$ cat src/sv/rgb_to_hsl_converter_macros.svh
// ---------------------------------------------------------------------------
// RGB to HSL converter assertion macros
// Shared forms for the concurrent checks of the converter pipeline.
// ---------------------------------------------------------------------------
`ifndef RGB_TO_HSL_CONVERTER_MACROS_SVH
`define RGB_TO_HSL_CONVERTER_MACROS_SVH

// Same-cycle implication, checked on every rising edge outside reset.
`define RGB2HSL_ASSERT_IMP(label, ante, cons) \
  label: assert property (@(posedge clk) disable iff (!rst_n) (ante) |-> (cons)) \
    else $error("rgb_to_hsl_converter: check failed");

// Next-cycle implication, checked on every rising edge outside reset.
`define RGB2HSL_ASSERT_NXT(label, ante, cons) \
  label: assert property (@(posedge clk) disable iff (!rst_n) (ante) |=> (cons)) \
    else $error("rgb_to_hsl_converter: check failed");

`endif

$ cat src/sv/rgb2hsl_pkg.sv
// ---------------------------------------------------------------------------
// RGB to HSL converter package
// Types, constants and the restoring division step used by the converter.
// ---------------------------------------------------------------------------
package rgb2hsl_pkg;

  localparam int CH_W      = 8;
  localparam int NUM_W     = 17;
  localparam int QUO_W     = 17;
  localparam int HUE_W     = 9;
  localparam int FRAC_W    = 17;
  localparam int DIV_STEPS = 17;

  // Sector of the largest channel.
  localparam logic [1:0] SEC_RED   = 2'd0;
  localparam logic [1:0] SEC_GREEN = 2'd1;
  localparam logic [1:0] SEC_BLUE  = 2'd2;

  localparam logic [HUE_W-1:0] HUE_FULL_TURN = 9'd360;

  typedef struct packed {
    logic [CH_W-1:0] red;
    logic [CH_W-1:0] green;
    logic [CH_W-1:0] blue;
    logic [CH_W-1:0] max_ch;
    logic [CH_W-1:0] min_ch;
    logic [1:0]      sector;
  } front_t;

  // One lane of a restoring divider: dividend bits still to shift in,
  // divisor, partial remainder and quotient built so far.
  typedef struct packed {
    logic [NUM_W-1:0] num;
    logic [CH_W-1:0]  den;
    logic [CH_W-1:0]  rem;
    logic [QUO_W-1:0] quo;
  } lane_t;

  typedef struct packed {
    lane_t             hue;
    lane_t             sat;
    logic              hue_neg;
    logic              gray;
    logic [FRAC_W-1:0] light;
  } div_stage_t;

  // 60 * x without a multiplier.
  function automatic logic [NUM_W-1:0] times60(logic [CH_W-1:0] x);
    return {3'b0, x, 6'b0} - {7'b0, x, 2'b0};
  endfunction

  // One quotient bit of a restoring division.
  function automatic lane_t div_step(lane_t l);
    logic [CH_W:0] trial;
    logic [CH_W:0] diff;
    lane_t         n;
    trial   = {l.rem, l.num[NUM_W-1]};
    diff    = trial - {1'b0, l.den};
    n       = l;
    n.num   = {l.num[NUM_W-2:0], 1'b0};
    if (trial >= {1'b0, l.den}) begin
      n.rem = diff[CH_W-1:0];
      n.quo = {l.quo[QUO_W-2:0], 1'b1};
    end else begin
      n.rem = trial[CH_W-1:0];
      n.quo = {l.quo[QUO_W-2:0], 1'b0};
    end
    return n;
  endfunction

endpackage

$ cat src/sv/rgb_to_hsl_converter.sv
// ---------------------------------------------------------------------------
// RGB to HSL converter
// Converts one 8-bit RGB pixel per clock, unless the output stalls, into hue
// in degrees and saturation and lightness as fractions in which 65536 stands for 1.0.
// ---------------------------------------------------------------------------
// The converter takes one pixel per clock cycle unless a stall at the output
// has filled the pipeline. Two front stages find the extreme channels, the
// sector, the divisors and the lightness; two 17-step restoring dividers,
// one quotient bit per register stage, then produce hue and saturation side
// by side; a final stage wraps the hue and registers the result. Each stage
// holds its item until the next one is free, so empty stages fill even while
// a result waits at the output.

`include "rgb_to_hsl_converter_macros.svh"

module rgb_to_hsl_converter (
  input  logic        clk,
  input  logic        rst_n,
  input  logic        in_tvalid,
  output logic        in_tready,
  input  logic [23:0] in_tdata,   // red [7:0], green [15:8], blue [23:16]
  output logic        out_tvalid,
  input  logic        out_tready,
  output logic [47:0] out_tdata   // hue_degrees [8:0], saturation_frac [25:9],
                                  // lightness_frac [42:26], zeros above
);

  localparam int DS = rgb2hsl_pkg::DIV_STEPS;

  // Front stage: extreme channels and sector.
  logic                 f1_v_r;
  rgb2hsl_pkg::front_t  f1_r;
  rgb2hsl_pkg::front_t  f1_nxt;
  logic                 f1_en;

  // Division stages.
  logic                     dv_v_r [0:DS];
  rgb2hsl_pkg::div_stage_t  dv_r   [0:DS];
  rgb2hsl_pkg::div_stage_t  dv0_nxt;
  logic                     dv_en  [0:DS];

  // Output register.
  logic                                 out_v_r;
  logic [rgb2hsl_pkg::HUE_W-1:0]        hue_r,   hue_nxt;
  logic [rgb2hsl_pkg::FRAC_W-1:0]       sat_r,   sat_nxt;
  logic [rgb2hsl_pkg::FRAC_W-1:0]       light_r, light_nxt;
  logic                                 out_en;

  // ---------------------------------------------------------------------
  // Flow control: a stage may load when it is empty or its successor loads.
  // ---------------------------------------------------------------------
  assign out_en         = !out_v_r || out_tready;
  assign dv_en[DS]      = !dv_v_r[DS] || out_en;
  assign f1_en          = !f1_v_r || dv_en[0];
  assign in_tready      = f1_en;

  for (genvar k = 0; k < DS; k++) begin : g_en
    assign dv_en[k] = !dv_v_r[k] || dv_en[k+1];
  end

  // ---------------------------------------------------------------------
  // Stage 1: maximum, minimum and sector. Ties go to blue, then green.
  // ---------------------------------------------------------------------
  always_comb begin
    logic [7:0] r, g, b, mx, mn;
    r  = in_tdata[7:0];
    g  = in_tdata[15:8];
    b  = in_tdata[23:16];
    mx = r;
    mn = r;
    if (g > mx) mx = g;
    if (b > mx) mx = b;
    if (g < mn) mn = g;
    if (b < mn) mn = b;
    f1_nxt.red    = r;
    f1_nxt.green  = g;
    f1_nxt.blue   = b;
    f1_nxt.max_ch = mx;
    f1_nxt.min_ch = mn;
    if (b == mx) begin
      f1_nxt.sector = rgb2hsl_pkg::SEC_BLUE;
    end else if (g == mx) begin
      f1_nxt.sector = rgb2hsl_pkg::SEC_GREEN;
    end else begin
      f1_nxt.sector = rgb2hsl_pkg::SEC_RED;
    end
  end

  always_ff @(posedge clk) begin
    if (!rst_n) begin
      f1_v_r <= 1'b0;
    end else if (f1_en) begin
      f1_v_r <= in_tvalid;
    end
    if (f1_en) begin
      f1_r <= f1_nxt;
    end
  end

  // ---------------------------------------------------------------------
  // Stage 2: divisors, dividends and lightness.
  // ---------------------------------------------------------------------
  always_comb begin
    logic [7:0]  d;
    logic [8:0]  s;
    logic [7:0]  den_sat;
    logic [16:0] hue_num;
    logic        neg;
    logic [15:0] ls;
    logic [16:0] lsum;
    d   = f1_r.max_ch - f1_r.min_ch;
    s   = {1'b0, f1_r.max_ch} + {1'b0, f1_r.min_ch};
    neg = 1'b0;
    // 255 - |s - 255| folds to s below mid-grey and to 510 - s above.
    if (s < 9'd255) begin
      den_sat = s[7:0];
    end else begin
      den_sat = 8'(9'd510 - s);
    end
    case (f1_r.sector)
      rgb2hsl_pkg::SEC_BLUE: begin
        hue_num = rgb2hsl_pkg::times60(f1_r.red)
                + ({1'b0, d, 8'b0} - {5'b0, d, 4'b0})
                - rgb2hsl_pkg::times60(f1_r.green);
      end
      rgb2hsl_pkg::SEC_GREEN: begin
        hue_num = rgb2hsl_pkg::times60(f1_r.blue)
                + ({2'b0, d, 7'b0} - {6'b0, d, 3'b0})
                - rgb2hsl_pkg::times60(f1_r.red);
      end
      rgb2hsl_pkg::SEC_RED: begin
        if (f1_r.green >= f1_r.blue) begin
          hue_num = rgb2hsl_pkg::times60(f1_r.green - f1_r.blue);
        end else begin
          hue_num = rgb2hsl_pkg::times60(f1_r.blue - f1_r.green);
          neg     = 1'b1;
        end
      end
      default: begin
        hue_num = '0;
      end
    endcase
    // Lightness is s * 32768 / 255 = 128 s + floor(128 s / 255); the
    // division by 255 is exact in this add-and-shift form for 128 s < 65536.
    ls   = {s, 7'b0};
    lsum = {1'b0, ls} + 17'd1 + {9'b0, ls[15:8]};

    dv0_nxt.hue.num  = hue_num;
    dv0_nxt.hue.den  = d;
    dv0_nxt.hue.rem  = '0;
    dv0_nxt.hue.quo  = '0;
    // The top bits of d << 16 are below the divisor, so they preload the
    // remainder and only the last seventeen dividend bits need steps.
    dv0_nxt.sat.num  = {d[0], 16'b0};
    dv0_nxt.sat.den  = den_sat;
    dv0_nxt.sat.rem  = {1'b0, d[7:1]};
    dv0_nxt.sat.quo  = '0;
    dv0_nxt.hue_neg  = neg;
    dv0_nxt.gray     = (d == 8'd0);
    dv0_nxt.light    = {1'b0, ls} + {8'b0, lsum[16:8]};
  end

  always_ff @(posedge clk) begin
    if (!rst_n) begin
      dv_v_r[0] <= 1'b0;
    end else if (dv_en[0]) begin
      dv_v_r[0] <= f1_v_r;
    end
    if (dv_en[0]) begin
      dv_r[0] <= dv0_nxt;
    end
  end

  // ---------------------------------------------------------------------
  // Division stages: one quotient bit for each lane per stage.
  // ---------------------------------------------------------------------
  for (genvar k = 0; k < DS; k++) begin : g_div
    rgb2hsl_pkg::div_stage_t step_nxt;

    always_comb begin
      step_nxt     = dv_r[k];
      step_nxt.hue = rgb2hsl_pkg::div_step(dv_r[k].hue);
      step_nxt.sat = rgb2hsl_pkg::div_step(dv_r[k].sat);
    end

    always_ff @(posedge clk) begin
      if (!rst_n) begin
        dv_v_r[k+1] <= 1'b0;
      end else if (dv_en[k+1]) begin
        dv_v_r[k+1] <= dv_v_r[k];
      end
      if (dv_en[k+1]) begin
        dv_r[k+1] <= step_nxt;
      end
    end
  end

  // ---------------------------------------------------------------------
  // Final stage: wrap a negative red-sector hue and clear grey pixels.
  // ---------------------------------------------------------------------
  always_comb begin
    logic [8:0] q;
    q = dv_r[DS].hue.quo[8:0];
    if (dv_r[DS].gray) begin
      hue_nxt = '0;
      sat_nxt = '0;
    end else begin
      if (dv_r[DS].hue_neg && (q != 9'd0)) begin
        hue_nxt = rgb2hsl_pkg::HUE_FULL_TURN - q;
      end else begin
        hue_nxt = q;
      end
      sat_nxt = dv_r[DS].sat.quo;
    end
    light_nxt = dv_r[DS].light;
  end

  always_ff @(posedge clk) begin
    if (!rst_n) begin
      out_v_r <= 1'b0;
    end else if (out_en) begin
      out_v_r <= dv_v_r[DS];
    end
    if (out_en) begin
      hue_r   <= hue_nxt;
      sat_r   <= sat_nxt;
      light_r <= light_nxt;
    end
  end

  assign out_tvalid = out_v_r;
  assign out_tdata  = {5'b0, light_r, sat_r, hue_r};

  // ---------------------------------------------------------------------
  // Checks
  // ---------------------------------------------------------------------
  `RGB2HSL_ASSERT_IMP(a_ready_only_blocked_by_full, !in_tready, f1_v_r && !dv_en[0])
  `RGB2HSL_ASSERT_NXT(a_transfer_enters_front, in_tvalid && in_tready, f1_v_r)
  `RGB2HSL_ASSERT_IMP(a_hue_remainder_bound, dv_v_r[DS] && !dv_r[DS].gray, dv_r[DS].hue.rem < dv_r[DS].hue.den)
  `RGB2HSL_ASSERT_IMP(a_hue_in_range, out_v_r, hue_r < rgb2hsl_pkg::HUE_FULL_TURN)

endmodule
$ cat config.mk
export PLATFORM = sky130hd
export DESIGN_NAME = rgb_to_hsl_converter
export DESIGN_NICKNAME = d
export VERILOG_FILES = /design/src/sv/rgb2hsl_pkg.sv /design/src/sv/rgb_to_hsl_converter.sv
export VERILOG_INCLUDE_DIRS = /design/src /design/src/sv
export SDC_FILE = /design/constraint.sdc
export NUM_CORES = 2
export LEC_CHECK = 0
export BUFFER_PORTS_ARGS = -buffer_cell sky130_fd_sc_hd__clkbuf_2
export CAP_MARGIN = 15
export CORE_UTILIZATION = 60
export DETAILED_ROUTE_END_ITERATION = 16
export HOLD_SLACK_MARGIN = 0.1
export PLACE_DENSITY = 0.87
export SLEW_MARGIN = 20
export SYNTH_ARGS = -nofsm -noshare
export SYNTH_HDL_FRONTEND = slang
export SYNTH_SLANG_ARGS = --single-unit
$ cat constraint.sdc
create_clock -name clk -period 14.3 [get_ports clk]
set_input_delay 2.86 -clock clk [delete_from_list [all_inputs] [get_ports clk]]
set_output_delay 2.86 -clock clk [all_outputs]
set_load 0.01 [all_outputs]
# == Word level (Yosys, flattened, before mapping) ==
# Memories as Yosys holds them, arrays and structs flattened.
# Index checks and enable logic that the tools add are counted.
# Widths: inputs -> output; s select.
# word_totals
ff_bits,87
ram_bits,2142
out_inout_bits,50
elab_cells,309
mem_count,2
# op_classes
addsub,54
magnitude_cmp,40
eq_ne,4
n_mux,136
bitwise_logic,18
reduce_logical,44
# memory_table
memory,depth,word_bits,read_ports,rd_clocked_by_memory_dff,wr,line_no,rtl
dv_r,18,118,18,0,18,rgb_to_hsl_converter.sv:38,rgb2hsl_pkg::div_stage_t dv_r [0:DS];
dv_v_r,18,1,18,0,18,rgb_to_hsl_converter.sv:37,logic dv_v_r [0:DS];
# op_table
op,n
$mux 25,34
$ge 9x8->1,34
$sub 8x8->8,37
$mux 1,94
$sub 14x10->15,5
$pmux 17 s3,1
$mux 8,5
$sub 17x17->17,2
$logic_not 1->1,20
$logic_or 1x1->1,20
$or 1x1->1,18
$add 15x16->17,1
$add 16x1->17 const B,1
$add 16x9->17,1
$add 17x17->17,1
$add 17x8->17,1
$mux 17,1
$sub 16x12->17,1
$eq 8x8->1,2
$gt 8x8->1,2
$lt 8x8->1,2
$sub 15x11->16,1
$add 8x8->9,1
$lt 9x8->1 const B,1
other kinds (10),10

# == Depth between registers and ports, before layout ==
# logic_depth
depth_word,24
ltp_mapped,23
depth_no_buf,23

# == Worst setup path before layout ==
# OpenSTA, ideal clock, no wires.
# synth_path
path_kind,input to output
start,input out_tready
end,output in_tready
t_arrival_ns,9.576
required_time_ns,11.440
slack_ns,1.864
path_stages,9
cell_sequence,nor2b_1 nand2_1 nor2_1 inv_1 nor2_1 and2_1 inv_1 nor2_1 nand3_1
# synth_rtl
element,line_no,rtl
"start, declared",rgb_to_hsl_converter.sv:23,"input logic out_tready,"
"end, declared",rgb_to_hsl_converter.sv:20,"output logic in_tready,"

==> summary.md <==
| Metric | Value |
|---|---|
| Critical R2R Launch | f1_r[2] |
| Hold Fails Final Rpt | 0 |
| FF-to-FF End | dv_r[0][114] |
| Die Y-Extent | 319 um |
| Synth cell types | 92 |
| Max-slew violation count | 0 |
| Critical Path Start | out_tready |
| Post-detail-place hpwl | 74.9 mm |
| Row count | 115 |
| Minimum clock period | 9.57 ns |
| Outcome | complete, no violations |
| Gr ovfl total | 0 |
| Area delta synth->final | 10.5% |
| Drt total wl | 113 mm |
| Core area | 98900 um2 |
| Max Cap Violations | 0 |
| Crit path required time | 11.44 ns |
| Post-route ant nets | 0 |
| Most frequently used flop master after synthesis | edfxtp_1 |
| Post-synth EDFFs | 1273 |
| Top cell type's share of synthesized area | 63.6% |
| CTS root buffer | clkbuf_16 |
| Slowest-stage cell, CP | nor2_1 |
| Vias | 34.2k |
| Tightest Pin Transition | 1.02 ns |
| Clock Skew | 0.0353 ns |
| Dpl cells | 5636 |
| Gpl congestion | 0.902 |
| Tcrit/Tclk final | 66.9% |
| Most frequent cell after synthesis | edfxtp_1 |
| Clock sink count | 1276 |
| CTS tree | yes |
| Slew HR | 31.2% |
| Worst-Skew Late Latency | 0.74 ns |
| Initial antenna violation count | 0 |
| Crit end category | output port |
| Initial Util | 60.8% |
| Setup repair bufs after CTS | 0 |
| Synth area leaders | edfxtp_1, ha_1, inv_1 |
| Via/cell ratio | 5.83 |
| CP Class | input port to output port |
| GR Util met1 | 25.0% |
| Largest net degree at the start of global routing | 74 |
| Multi-input gate area | 19800 um2 |
| Final Non-Filler Cells | 5875 |
| Met3 global-route usage | 3.31% |
| Critical path fanouts, max | 72 |
| Clock-pin slew on the worst setup and hold paths | 0.06 ns |
| Synth Cell Area | 60100 um2 |
| Layout cells sized above 1 | 11.4% |
| Hold WC Path Type | flop to flop |
| Area leader, netlist | edfxtp_1 |
| Crit path capture | in_tready |
| Fin nets | 4963 |
| Setup TNS | 0 ns |
| H-Tree Depth | 4 |
| 1st-pass router iterations | 5 |
| Met2 Resource Use GR | 42.2% |
| RSZ-0062 raised after global routing | no |
| Mapped Cells | 4287 |
| Final setup fails | 0 |
| Syn_area_per_cell | 14.0 um2 |
| Fill cells | 6145 |
| Clock Tree Buf Depth | 3 |
| CTS Hold Bufs | 0 |
| Worst r2r path cells | 21 |
| Die footprint | 101000 um2 |
| Worst R2R Setup Slack | 8.02 ns |
| Sequential area share after synthesis | 63.7% |
| Yosys warnings | 0 |
| Total Routing Usage GR | 22.4% |
| Number of global-route vias before repair | 35.3k |
| Nature of the critical path startpoint | input port |
| WP data arrival | 6.71 ns |
| Crit path largest cell delay | 0.74 ns |
| Die W | 319 um |
| First-pass GRT wire length | 181 mm |
| I/O pin count | 78 |
| Reg area | 38300 um2 |
| Number of diodes | 0 |
| Asr flop ratio synth | 0% |
| Routed wire length per instance | 19.2 um |
| First DRT Iteration DRCs | 2454 |
| FMAX | 105 MHz |
| Most frequent cells after synthesis | edfxtp_1, inv_1, ha_1 |
| Drt drc | 0 |
| Post_cts resized | 0 |
| CTS buffer count | 131 |
| Port Buffers | 72 |
| Synthesized flop and latch total | 1276 |
| Crit-path cells | clkbuf_2, nor2b_1, nand2_4, nor2_1, inv_2, buf_4, nor2_1, and2_1, inv_2, buf_4, nor2_1, nand3_2, buf_4, clkbuf_2 |
| GR peak layer | met2 |
[cell type report]
type	count	share of cell area, %
well taps	1287	2.42
clock inverters	77	1.29
inverters	505	2.85
clock buffers	162	5.21
flip-flops and latches	1276	57.6
multi-input cells	2477	29.8
repair buffers	91	0.757
[state kept, by name (all words and copies together) (netlist names)]
signal / cells
light_r: 17
f1_r: 42
dv_v_r: 18
sat_r: 17
f1_v_r: 1
dv_r: 1171
hue_r: 9
out_tvalid: 1
[metal layers]
metal,vias up,share of wire [%]
met3,336,4.4
li1,16081,-
met4,0,3.9
met2,1102,54
met1,16711,37
met5,-,0
[stage by stage]
step / setup WS (ns) / util (%) / hold WS, ns / area, um2
floorplan: 1.86 / - / 0.400 / 60100
global placement: 5.09 / 62.8 / 0.400 / 62100
detailed placement: 4.86 / 62.8 / 0.405 / 62100
CTS: 4.77 / 67.2 / 0.400 / 66400
global route: 4.39 / 67.2 / 0.407 / 66400
finish: 4.73 / 67.2 / 0.405 / 66400
[cells in the final DEF (no fill, tap or decap), drive strengths merged, types with 77 or more instances in the layout]
cell,count
nor2b,97
o21ai,186
nand2,130
ha,390
o21a,89
mux2,158
nor2,275
inv,513
edfxtp,1273
xnor2,197
xor2,77
clkbuf,234
a21oi,157
[cells by family after synthesis]
kind of cell,synth area share [%]
buf+inv,3.44
other cells,0.00624
compound gates,7.83
xor+xnor,4.02
flops,63.7
simple gates,6.89
mux,3.88
fa+ha+maj,10.2
[worst max-delay path: cells and delay by family]
| family | cells | cell delay, ns |
|---|---|---|
| and+or+nand+nor | 7 | 2.30 |
| buffers and inverters | 7 | 1.46 |
[how the worst min path moves through the flow]
| stage | from | endpoint | slack (ns) | cells after the start |
|---|---|---|---|---|
| floorplan | dv_r[9][0] | dv_r[10][0] | 0.40 | 0 |
| global placement | dv_r[5][112] | dv_r[6][113] | 0.40 | 0 |
| detailed placement | dv_r[10][0] | dv_r[11][0] | 0.40 | 0 |
| CTS | dv_r[4][4] | dv_r[5][4] | 0.40 | 0 |
| global route | dv_r[4][4] | dv_r[5][4] | 0.41 | 0 |
| finish | dv_r[2][2] | dv_r[3][2] | 0.40 | 0 |
Power is not shown: default switching activity piles up to over one toggle a cycle in this logic, so the estimate is an artifact.
